**config.mk**
```make
export PLATFORM = sky130hd
export DESIGN_NAME = masked_mean_stddev
export DESIGN_NICKNAME = d
export VERILOG_FILES = /design/src/rtl/core/mms_pkg.sv /design/src/rtl/core/masked_mean_stddev.sv /design/src/rtl/core/mms_alu.sv /design/src/rtl/core/mms_seq.sv
export SDC_FILE = /design/constraint.sdc
export NUM_CORES = 2
export LEC_CHECK = 0
export BUFFER_PORTS_ARGS = -buffer_cell sky130_fd_sc_hd__buf_4
export CAP_MARGIN = 20
export CELL_PAD_IN_SITES_DETAIL_PLACEMENT = 1
export CELL_PAD_IN_SITES_GLOBAL_PLACEMENT = 1
export CORE_MARGIN = 3
export CORE_UTILIZATION = 45
export CTS_CLUSTER_SIZE = 10
export DETAILED_ROUTE_END_ITERATION = 6
export MAX_ROUTING_LAYER = met4
export PLACE_DENSITY = 0.72
export SLEW_MARGIN = 20
export SYNTH_ARGS = -nofsm -noshare
export SYNTH_HDL_FRONTEND = slang
export SYNTH_SLANG_ARGS = --single-unit
```
**constraint.sdc**
```tcl
create_clock -name i_clk -period 12.95 [get_ports i_clk]
set_input_delay 1.295 -clock i_clk [delete_from_list [all_inputs] [get_ports i_clk]]
set_output_delay 1.295 -clock i_clk [all_outputs]
set_load 0.1 [all_outputs]
```
**src/rtl/core/mms_pkg.sv**
```systemverilog
// Shared types and constants of the masked mean and standard deviation block.
package mms_pkg;

    localparam int SAMPLE_W  = 16;
    localparam int SQ_MAG_W  = 30;   // a squared sample is at most 2^30
    localparam int MEAN_W    = 24;
    localparam int STD_W     = 24;
    localparam int CNT_OUT_W = 17;
    localparam int FRAC_W    = 8;
    localparam int MEAN_QB   = 24;   // quotient bits of the mean division
    localparam int VAR_QB    = 46;   // quotient bits of the variance division
    localparam int VAR_SH    = 16;   // variance scaling, 2^16 for Q.8 after the root
    localparam int VAR_LOW_W = VAR_QB - VAR_SH;
    localparam int ROOT_W    = 23;
    localparam int STEP_W    = 6;

    typedef enum logic [2:0] {
        S_IDLE,
        S_MDIV,
        S_NSQ,
        S_NQ,
        S_SSQ,
        S_VDIV,
        S_ROOT,
        S_DONE
    } t_seq_state;

    typedef enum logic {
        ALU_ADD,
        ALU_SUB
    } t_alu_op;

    typedef struct packed {
        logic signed [MEAN_W-1:0] mean_q8;
        logic [STD_W-1:0]         std_q8;
        logic [CNT_OUT_W-1:0]     used_count;
        logic                     empty_set;
    } t_result;

endpackage

```
**src/rtl/core/masked_mean_stddev.sv**
```systemverilog
// Top level: masked running mean and population standard deviation in Q.8.
// Unmasked items, the last too, go one per cycle while ready into the sum, sum of squares and count.
// An item marked last starts the sequencer; the result register loads after its mean divide,
// products, variance divide and root, and an empty set skips these steps.
// The input is not ready while the shared adder works through the divides, products and root.
// Synchronous active-low reset clears the accumulators, the sequencer and the output valid.
module masked_mean_stddev #(
    parameter int MAX_SAMPLES = 65536
) (
    input  logic                                  i_clk,
    input  logic                                  i_rst_n,
    input  logic                                  i_valid,
    output logic                                  o_ready,
    input  logic signed [mms_pkg::SAMPLE_W-1:0]   i_sample,
    input  logic                                  i_masked,
    input  logic                                  i_is_last,
    output logic                                  o_valid,
    input  logic                                  i_ready,
    output logic signed [mms_pkg::MEAN_W-1:0]     o_mean_q8,
    output logic [mms_pkg::STD_W-1:0]             o_std_q8,
    output logic [mms_pkg::CNT_OUT_W-1:0]         o_used_count,
    output logic                                  o_empty_set
);
    import mms_pkg::*;

    localparam int CW = $clog2(MAX_SAMPLES + 1);
    localparam int SW = SAMPLE_W + CW;
    localparam int QW = SQ_MAG_W + CW;

    logic signed [SW-1:0] r_sum, n_sum;
    logic [QW-1:0]        r_sumsq, n_sumsq;
    logic [CW-1:0]        r_count, n_count;
    logic                 r_out_valid;
    t_result              r_out;

    logic signed [2*SAMPLE_W-1:0] w_sq;
    logic    w_accept, w_take, w_busy, w_res_valid, w_res_ready;
    t_result w_res;

    assign w_accept = i_valid && o_ready;
    assign w_take   = w_accept && !i_masked && (r_count < CW'(MAX_SAMPLES));
    assign w_sq     = i_sample * i_sample;

    assign n_sum   = w_take ? r_sum + SW'(i_sample) : r_sum;
    assign n_sumsq = w_take ? r_sumsq + QW'(w_sq[SQ_MAG_W:0]) : r_sumsq;
    assign n_count = r_count + CW'(w_take);

    always_ff @(posedge i_clk) begin
        if (!i_rst_n) begin
            r_sum   <= '0;
            r_sumsq <= '0;
            r_count <= '0;
        end else if (w_accept) begin
            if (i_is_last) begin
                r_sum   <= '0;
                r_sumsq <= '0;
                r_count <= '0;
            end else begin
                r_sum   <= n_sum;
                r_sumsq <= n_sumsq;
                r_count <= n_count;
            end
        end
    end

    mms_seq #(.CW(CW)) u_seq (
        .i_clk       (i_clk),
        .i_rst_n     (i_rst_n),
        .i_start     (w_accept && i_is_last),
        .i_sum       (n_sum),
        .i_sumsq     (n_sumsq),
        .i_count     (n_count),
        .i_res_ready (w_res_ready),
        .o_busy      (w_busy),
        .o_res_valid (w_res_valid),
        .o_res       (w_res)
    );

    // The output register takes a result when it is empty or its result is taken, which frees the sequencer.
    assign w_res_ready = !r_out_valid || i_ready;
    assign o_ready     = !w_busy;

    always_ff @(posedge i_clk) begin
        if (!i_rst_n) begin
            r_out_valid <= 1'b0;
        end else if (w_res_valid && w_res_ready) begin
            r_out_valid <= 1'b1;
        end else if (i_ready) begin
            r_out_valid <= 1'b0;
        end
    end

    always_ff @(posedge i_clk) begin
        if (w_res_valid && w_res_ready) begin
            r_out <= w_res;
        end
    end

    assign o_valid      = r_out_valid;
    assign o_mean_q8    = r_out.mean_q8;
    assign o_std_q8     = r_out.std_q8;
    assign o_used_count = r_out.used_count;
    assign o_empty_set  = r_out.empty_set;

endmodule

```
**src/rtl/core/mms_alu.sv**
```systemverilog
// Shared add/subtract unit with borrow flag, used by every step of the sequencer.
module mms_alu #(
    parameter int W = 66
) (
    input  mms_pkg::t_alu_op i_op,
    input  logic [W-1:0]     i_a,
    input  logic [W-1:0]     i_b,
    output logic [W-1:0]     o_res,
    output logic             o_borrow
);
    import mms_pkg::*;

    logic [W:0] w_full;

    always_comb begin
        unique case (i_op)
            ALU_ADD: w_full = {1'b0, i_a} + {1'b0, i_b};
            ALU_SUB: w_full = {1'b0, i_a} - {1'b0, i_b};
            default: w_full = {1'b0, i_a};
        endcase
    end

    assign o_res    = w_full[W-1:0];
    assign o_borrow = (i_op == ALU_SUB) && w_full[W];

endmodule

```
**src/rtl/core/mms_seq.sv**
```systemverilog
// Sequencer that turns the closed sums into mean and standard deviation on one shared adder.
module mms_seq #(
    parameter int CW = 17
) (
    input  logic                                i_clk,
    input  logic                                i_rst_n,
    input  logic                                i_start,
    input  logic signed [mms_pkg::SAMPLE_W+CW-1:0] i_sum,
    input  logic [mms_pkg::SQ_MAG_W+CW-1:0]     i_sumsq,
    input  logic [CW-1:0]                       i_count,
    input  logic                                i_res_ready,
    output logic                                o_busy,
    output logic                                o_res_valid,
    output mms_pkg::t_result                    o_res
);
    import mms_pkg::*;

    localparam int SW = SAMPLE_W + CW;
    localparam int QW = SQ_MAG_W + CW;
    localparam int AW = 2 * SW;

    t_seq_state r_state, n_state;
    logic [CW-1:0]     r_n, n_n;
    logic              r_sneg, n_sneg;
    logic [SW-1:0]     r_smag, n_smag;
    logic [QW-1:0]     r_q, n_q;
    logic [AW-1:0]     r_acc, n_acc;
    logic [AW-1:0]     r_mc, n_mc;
    logic [SW-1:0]     r_mp, n_mp;
    logic [VAR_QB-1:0] r_sh, n_sh;
    logic [VAR_QB-1:0] r_quo, n_quo;
    logic [STEP_W-1:0] r_cnt, n_cnt;
    logic [2*CW-1:0]   r_nsq, n_nsq;
    logic [MEAN_QB-1:0] r_mean, n_mean;
    logic              r_empty, n_empty;

    t_alu_op           w_op;
    logic [AW-1:0]     w_a, w_b, w_res, w_madd, w_dsel;
    logic              w_borrow, w_last;
    logic signed [SW-1:0] w_sum_neg;
    logic [SW-1:0]     w_smag;
    logic [MEAN_W-1:0] w_mean_neg;
    logic [CNT_OUT_W+CW-1:0] w_n_ext;

    assign w_sum_neg = -i_sum;
    assign w_smag    = i_sum[SW-1] ? w_sum_neg : i_sum;

    mms_alu #(.W(AW)) u_alu (
        .i_op     (w_op),
        .i_a      (w_a),
        .i_b      (w_b),
        .o_res    (w_res),
        .o_borrow (w_borrow)
    );

    // Operand routing for the shared adder.
    always_comb begin
        unique case (r_state)
            S_MDIV: begin
                w_op = ALU_SUB;
                w_a  = {r_acc[AW-2:0], r_sh[VAR_QB-1]};
                w_b  = {{(AW-CW){1'b0}}, r_n};
            end
            S_NSQ, S_NQ: begin
                w_op = ALU_ADD;
                w_a  = r_acc;
                w_b  = r_mc;
            end
            S_SSQ: begin
                w_op = ALU_SUB;
                w_a  = r_acc;
                w_b  = r_mc;
            end
            S_VDIV: begin
                w_op = ALU_SUB;
                w_a  = {r_acc[AW-2:0], r_sh[VAR_QB-1]};
                w_b  = {{(AW-2*CW){1'b0}}, r_nsq};
            end
            S_ROOT: begin
                w_op = ALU_SUB;
                w_a  = {r_acc[AW-3:0], r_sh[VAR_QB-1 -: 2]};
                w_b  = {{(AW-ROOT_W-2){1'b0}}, r_quo[ROOT_W-1:0], 2'b01};
            end
            default: begin
                w_op = ALU_ADD;
                w_a  = r_acc;
                w_b  = r_mc;
            end
        endcase
    end

    // Multiply steps only take the adder result when the multiplier bit is set;
    // divide and root steps keep the shifted remainder on a borrow.
    assign w_madd = r_mp[0] ? w_res : r_acc;
    assign w_dsel = w_borrow ? w_a : w_res;
    assign w_last = (r_cnt == STEP_W'(1));

    always_comb begin
        n_state = r_state;
        n_n     = r_n;
        n_sneg  = r_sneg;
        n_smag  = r_smag;
        n_q     = r_q;
        n_acc   = r_acc;
        n_mc    = r_mc;
        n_mp    = r_mp;
        n_sh    = r_sh;
        n_quo   = r_quo;
        n_cnt   = r_cnt;
        n_nsq   = r_nsq;
        n_mean  = r_mean;
        n_empty = r_empty;
        unique case (r_state)
            S_IDLE: begin
                if (i_start) begin
                    n_n     = i_count;
                    n_sneg  = i_sum[SW-1];
                    n_smag  = w_smag;
                    n_q     = i_sumsq;
                    n_empty = (i_count == '0);
                    n_acc   = {{(AW-CW){1'b0}}, w_smag[SW-1:SAMPLE_W]};
                    n_sh    = {w_smag[SAMPLE_W-1:0], {(VAR_QB-SAMPLE_W){1'b0}}};
                    n_quo   = '0;
                    n_cnt   = STEP_W'(MEAN_QB);
                    n_state = (i_count == '0) ? S_DONE : S_MDIV;
                end
            end
            S_MDIV: begin
                n_acc = w_dsel;
                n_quo = {r_quo[VAR_QB-2:0], !w_borrow};
                n_sh  = r_sh << 1;
                n_cnt = r_cnt - STEP_W'(1);
                if (w_last) begin
                    n_mean  = {r_quo[MEAN_QB-2:0], !w_borrow};
                    n_acc   = '0;
                    n_mc    = {{(AW-CW){1'b0}}, r_n};
                    n_mp    = {{(SW-CW){1'b0}}, r_n};
                    n_cnt   = STEP_W'(CW);
                    n_state = S_NSQ;
                end
            end
            S_NSQ: begin
                n_acc = w_madd;
                n_mc  = r_mc << 1;
                n_mp  = r_mp >> 1;
                n_cnt = r_cnt - STEP_W'(1);
                if (w_last) begin
                    n_nsq   = w_madd[2*CW-1:0];
                    n_acc   = '0;
                    n_mc    = {{(AW-QW){1'b0}}, r_q};
                    n_mp    = {{(SW-CW){1'b0}}, r_n};
                    n_cnt   = STEP_W'(CW);
                    n_state = S_NQ;
                end
            end
            S_NQ: begin
                n_acc = w_madd;
                n_mc  = r_mc << 1;
                n_mp  = r_mp >> 1;
                n_cnt = r_cnt - STEP_W'(1);
                if (w_last) begin
                    n_mc    = {{(AW-SW){1'b0}}, r_smag};
                    n_mp    = r_smag;
                    n_cnt   = STEP_W'(SW);
                    n_state = S_SSQ;
                end
            end
            S_SSQ: begin
                // Subtracting the partial products of S*S never drops below n*Q - S*S.
                n_acc = w_madd;
                n_mc  = r_mc << 1;
                n_mp  = r_mp >> 1;
                n_cnt = r_cnt - STEP_W'(1);
                if (w_last) begin
                    n_acc   = w_madd >> VAR_LOW_W;
                    n_sh    = {w_madd[VAR_LOW_W-1:0], {VAR_SH{1'b0}}};
                    n_quo   = '0;
                    n_cnt   = STEP_W'(VAR_QB);
                    n_state = S_VDIV;
                end
            end
            S_VDIV: begin
                n_acc = w_dsel;
                n_quo = {r_quo[VAR_QB-2:0], !w_borrow};
                n_sh  = r_sh << 1;
                n_cnt = r_cnt - STEP_W'(1);
                if (w_last) begin
                    n_sh    = {r_quo[VAR_QB-2:0], !w_borrow};
                    n_acc   = '0;
                    n_quo   = '0;
                    n_cnt   = STEP_W'(ROOT_W);
                    n_state = S_ROOT;
                end
            end
            S_ROOT: begin
                n_acc = w_dsel;
                n_quo = {r_quo[VAR_QB-2:0], !w_borrow};
                n_sh  = r_sh << 2;
                n_cnt = r_cnt - STEP_W'(1);
                if (w_last) begin
                    n_state = S_DONE;
                end
            end
            S_DONE: begin
                if (i_res_ready) begin
                    n_state = S_IDLE;
                end
            end
            default: n_state = S_IDLE;
        endcase
    end

    always_ff @(posedge i_clk) begin
        if (!i_rst_n) begin
            r_state <= S_IDLE;
        end else begin
            r_state <= n_state;
        end
    end

    always_ff @(posedge i_clk) begin
        r_n     <= n_n;
        r_sneg  <= n_sneg;
        r_smag  <= n_smag;
        r_q     <= n_q;
        r_acc   <= n_acc;
        r_mc    <= n_mc;
        r_mp    <= n_mp;
        r_sh    <= n_sh;
        r_quo   <= n_quo;
        r_cnt   <= n_cnt;
        r_nsq   <= n_nsq;
        r_mean  <= n_mean;
        r_empty <= n_empty;
    end

    assign w_mean_neg = ~r_mean + MEAN_W'(1);
    assign w_n_ext    = {{CNT_OUT_W{1'b0}}, r_n};

    assign o_busy      = (r_state != S_IDLE);
    assign o_res_valid = (r_state == S_DONE);

    always_comb begin
        o_res.empty_set  = r_empty;
        o_res.used_count = r_empty ? '0 : w_n_ext[CNT_OUT_W-1:0];
        o_res.mean_q8    = r_empty ? '0 : (r_sneg ? w_mean_neg : r_mean);
        o_res.std_q8     = r_empty ? '0 : {{(STD_W-ROOT_W){1'b0}}, r_quo[ROOT_W-1:0]};
    end

endmodule

```
After elaboration in Yosys (flattened, before gate mapping)
Index checks and enable logic that the tools add are counted.

$mul: 1. Equal/unequal tests: 16. Multiplexer cells: 52. Order comparisons: 1. Reduce and logical (&&, ||, !) cells: 33. Add/sub/neg operators: 8. Bitwise logic cells: 2.

Operator list (count): 2-to-1 mux 66 bit (9); case mux 66 bit (6 select lines) (1); case mux 66 bit (4 select lines) (1); case mux 46 bit (5 select lines) (1); case mux 66 bit (3 select lines) (1); case mux 45 bit (4 select lines) (1); 2-to-1 mux 33 bit (5); 2-to-1 mux 46 bit (3); 2-to-1 mux 45 bit (3); case mux 67 bit (2 select lines) (1); case mux 33 bit (4 select lines) (1); case mux 66 bit (2 select lines) (1); 2-to-1 mux 47 bit (2); adder 66 x 66 -> 67 bit (1); subtractor 66 x 66 -> 67 bit (1); adder 47 x 31 -> 47 bit (1); case mux 6 bit (6 select lines) (1); adder 33 x 16 -> 33 bit (1); negation 33 bit (1); 2-to-1 mux 32 bit (1); multiplier 16 x 16 -> 31 bit (1); 2-to-1 mux 6 bit (5); 2-to-1 mux 3 bit (9); adder 24 x 1 -> 24 bit (second input constant) (1); 29 further kinds (60).

Output and inout bits: 68. Register bits after elaboration: 586. Logic and storage cells: 136.

Depth between registers and ports, before layout
Depth after elaboration: 10. Mapped depth: 37. Mapped depth without buffers: 36.

By module
Synthesis repeated with hierarchy kept, for this count alone.

Cell total of the unflattened synthesis: 5104. Area, all modules: 47420.5 µm².

Modules (own cells, without submodules): mms_seq (times used 1, area each 23252.3 µm², cells each 2173, sequential area each 12642.1 µm²); masked_mean_stddev (times used 1, area each 18810.5 µm², cells each 2107, sequential area each 3943.8 µm²); mms_alu (times used 1, area each 5357.6 µm², cells each 824, sequential area each 0.0 µm²).

Least setup slack after synthesis
OpenSTA, ideal clock, no wires.

Path kind: reg-to-reg. Start point: register u_seq.r_state[1]. End point: register u_seq.r_acc[0] (enable). Stages on the path, launching flop included: 10. Path slack: 3.502 ns. Path buffers: 5. Arrival time: 8.858 ns. Required time: 12.360 ns. Path through: dfxtp_1 buf_2 buf_1 clkbuf_1 clkbuf_1 nor3_1 and2_1 clkbuf_1 nand2_1 a21boi_0.

Cells in the longest elaborated chain, start to end: 6.

Ends and longest elaborated chain: start, declared (RTL line mms_seq.sv:22) `t_seq_state r_state, n_state;`; start signal, assigned (RTL line mms_seq.sv:217) `r_state <= n_state;`; nonzero test 3 bit (RTL line mms_seq.sv:240) `assign o_busy = (r_state != S_IDLE);`; logical NOT 1 bit (RTL line masked_mean_stddev.sv:81) `assign o_ready = !w_busy;`; via o_ready (RTL line masked_mean_stddev.sv:13) `output logic o_ready,`; logical AND 1 bit (RTL line masked_mean_stddev.sv:40) `assign w_accept = i_valid && o_ready;`; logical AND 1 bit (RTL line masked_mean_stddev.sv:69) `.i_start (w_accept && i_is_last),`; != test 2 x 1 -> 1 bit (no line); AND reduction 2 bit (no line); end signal, assigned (RTL line mms_seq.sv:226) `r_acc <= n_acc;`; end, declared (RTL line mms_seq.sv:27) `logic [AW-1:0] r_acc, n_acc;`.

The timed path passes the listed nets, and every way through them passes these cells. A chain may end at the register's enable or synchronous reset.

Worst setup path in the final report
Start point: register u_seq.r_state[1]. End point: register u_seq.r_acc[24] (data pin).

Cells in the longest elaborated chain, start to end: 9.

Ends and longest elaborated chain: == test 3 x 1 -> 1 bit / == test 3 bit (equally long branches) (RTL line mms_seq.sv:58, mms_seq.sv:113); OR reduction 2 bit (no line) / OR reduction 4 bit (equally long branches); case mux 66 bit (2 select lines) / 2-to-1 mux 1 bit (equally long branches) (RTL line mms_seq.sv:58) `unique case (r_state)`; subtractor 66 x 66 -> 67 bit, or another cell as far along (RTL line mms_alu.sv:18) `ALU_SUB: w_full = {1'b0, i_a} - {1'b0, i_b};`; case mux 67 bit (2 select lines) (RTL line mms_alu.sv:16) `unique case (i_op)`; logical AND 1 bit (RTL line mms_alu.sv:24) `assign o_borrow = (i_op == ALU_SUB) && w_full[W];`; 2-to-1 mux 66 bit (RTL line mms_seq.sv:95) `assign w_dsel = w_borrow ? w_a : w_res;`; 2-to-1 mux 66 bit (RTL line mms_seq.sv:133, mms_seq.sv:187); case mux 66 bit (6 select lines) * (RTL line mms_seq.sv:113) `unique case (r_state)`; via u_seq.n_acc[24] (RTL line mms_seq.sv:27).

Mark *: on every way through the listed nets, which the timed path passes. The rest lies on a longest branch.

==> flow_summary.ini <==
[outcome]
status = complete, no violations

[clock_network]
cts_resized = 0
cts_setup_buffers = 0
clk_path_buf_depth = 3
clkSinkCount = 585
path_clk_slew_ps = 60
cts-root-buf = clkbuf_16
cts_hold_buf = 0
cts_made_buffers = 73
htree_num_levels = 3
cts_tree = built
clk_latency_ps = 660

[die]
initial_core_util = 0.4556
die_width_um = 330.6
die_y_um = 330.6
dieArea_sq_um = 109300
rows = 118
core_sq_um = 104100
io_pins = 90

[critical_path]
worstReg2RegStart = u_seq.r_state[1]
r2r_cells = 24
reg2reg_to = u_seq.r_acc[24]
cpPeakStageDelay_ps = 910
critical_path_class = reg2reg
start_kind = register
cp.required_ps = 13340
rrSetupSlack_ps = 3300
crit_chain = nand2_1 > a211oi_1 > o22ai_1 > nor4_1 > nand4_1 > nor3_1 > nand4_1 > nor4_1 > a21oi_1 > xor2_1 > nand2_1 > ha_1 > nand2_1 > o21ai_0 > nor2b_1 > or2_2 > a21oi_1 > o31ai_1 > a211o_1 > buf_4 > nor2_4 > inv_2 > a21oi_1 > a221o_1
crit_fanout = 38
worst_setup_path_end_kind = register
worstPathArrival_ps = 10040
cpMaxStageDelayCell = nor4_1

[detailed_routing]
viasPerCell = 6.189
first_pass_iters = 6
drtIter0Drc = 3699
avgRoutedWirePerCell_um = 25.28
vias = 40554
drc = 0
wirelength_um = 165700
ant_nets = 0

[yosys]
yosys_warnings = 0
ys.flop_type = edfxtp_1
synth_top_area_share = 0.3065
synth_edf_count = 484
yosysTopAreaCell = edfxtp_1
synthDistinctLibCells = 91
syn_avg_cell_area_sq_um = 9.164
synth_cells = 5175
synth.area.top_cells = edfxtp_1, fa_1, ha_1
synth_nets = 5652
async_flop_share = 0
syn_area_sq_um = 47420
yosysMostFrequentCell = nand2_1
synth_seq_cells = 585
yosysSeqAreaShare = 0.3491
synth_common_cells = nand2_1, edfxtp_1, inv_1, nor2_1, a21oi_1

[min_path]
min_path_type = reg2reg
whs_endpoint = r_count[0]
hold_depth = 2
hp-start = r_count[0]

[sta]
slew_viol_final = 0
holdWs_ps = 508.5
tightestPinTransition_ps = 1257
fin_skew_ps = 61.13
slew_headroom = 0.1550
fmax_ghz = 0.1037
final-hold-violation-count = 0
rsz0062_at_grt = no
finalCritPeriodShare = 0.7449
finalSetupTns_ps = 0
finalSetupViolCount = 0
layout_setup_ws_ps = 3303
layout_min_cycle_time_ps = 9647

[job]
drv_cap = 0

[finish]
layout-area-overhead-vs-synth_pct = 9.021
fillers = 11899
drive_above_1_share = 0.07027
final_util = 0.4967
nNetsFinal = 5585

[placed_design]
gp_congestion = 0.9585
post-place-ws_ps = 2971
io_buffers = 88
dpl.hpwl_um = 122500

[global_route]
grt_start_max_net_pins = 75
grt_pass1_wl_um = 254100
grtUsageTotal = 0.3093
grt.overflow.total = 0
antenna_found_initial = 8
first_global_vias = 41646
flip-flops by register name, indices dropped and copies added, names as in the netlist, 34 cells and up:
register	count
u_seq.r_acc	66
u_seq.r_quo	45
u_seq.r_sh	46
u_seq.r_q	47
r_sumsq	47
u_seq.r_nsq	34
u_seq.r_mc	66
kinds of logic after synthesis:
| kind of cell | count (synthesis) | share of synthesized area |
|---|---|---|
| and+or+nand+nor | 1604 | 0.1577 |
| AOI/OAI and AO/OA | 1363 | 0.1940 |
| buffers and inverters | 743 | 0.05939 |
| DFF | 585 | 0.3491 |
| adders and majority gates | 455 | 0.1561 |
| xor gates and xnor gates | 285 | 0.05343 |
| muxes | 139 | 0.03018 |
| other | 1 | 0.00007908 |
final cells by class:
cell class | instances | area, sq um | area share
Multi-Input combinational cell | 3847 | 28240 | 0.5462
Timing Repair Buffer | 155 | 1164 | 0.02251
Inverter | 446 | 1683 | 0.03255
Antenna cell | 7 | 17.52 | 0.0003388
Tap cell | 1380 | 1727 | 0.03340
Sequential cell | 585 | 16560 | 0.3203
Clock buffer | 114 | 2012 | 0.03891
Clock inverter | 19 | 299.0 | 0.005784
per-stage QoR:
| step | area, sq um | std cells |
|---|---|---|
| final | 51700 | 6553 |
| after global routing | 51700 | 6552 |
| after CTS | 51680 | 6546 |
| after detailed placement | 49370 | 6413 |
| after global placement | 49370 | 6413 |
| after floorplan | 47420 | 5175 |
per-layer routing:
metal	part of all wire	track usage	vias up
met5	0	-	-
met4	0.036	0.1134	0
met3	0.063	0.03657	271
met2	0.48	0.5057	1410
met1	0.42	0.3962	20498
li1	-	-	18375
how the worst max path moves through the flow:
stage,startpoint,endpoint,cells after the start
after floorplan,u_seq.r_state[1],u_seq.r_acc[0],9
after global placement,i_sample[15],r_sumsq[45],31
after detailed placement,i_sample[15],r_sumsq[40],34
after CTS,u_seq.r_state[1],u_seq.r_acc[55],27
after global routing,u_seq.r_state[1],u_seq.r_acc[55],24
final,u_seq.r_state[1],u_seq.r_acc[24],24
cells in the final DEF (no fill, tap or decap), types with 21 or more instances in the layout:
cell	netlist	routed
nor3_1	84	80
o211ai_1	40	40
xnor2_1	139	139
nand3_1	76	75
nand2_1	604	602
a22oi_1	159	159
mux2i_1	107	107
mux2_2	32	32
inv_1	442	440
nand2b_1	27	25
a31oi_1	52	52
and2_1	80	80
nand4_1	48	48
clkbuf_1	243	39
buf_4	1	155
o32ai_1	21	21
xor2_1	141	141
a221o_1	30	30
clkbuf_16	0	74
and3_1	47	46
nor2b_1	110	108
or3_1	41	40
a21oi_1	310	308
fa_1	228	228
o21a_1	50	50
a21o_1	93	92
a211oi_1	26	25
o21bai_1	31	31
edfxtp_1	484	484
o21ai_0	253	251
nor4_1	26	26
o22ai_1	32	32
dfxtp_1	101	98
ha_1	227	227
nor2_1	389	382
o31ai_1	25	25
a22o_1	30	30
critical path, delay by kind of cell (launching register included):
kind	cells	cell delay [ps]
adder cells (fa/ha/maj)	1	490
XOR/XNOR	1	360
AND/OR/NAND/NOR	11	4130
flip-flops	1	880
buffers and inverters	2	1030
AO/OA/AOI/OAI	9	2450
Power is left out: the tool's default activity adds up to more than one toggle a clock period on the data nets, which glitch-free logic cannot reach.
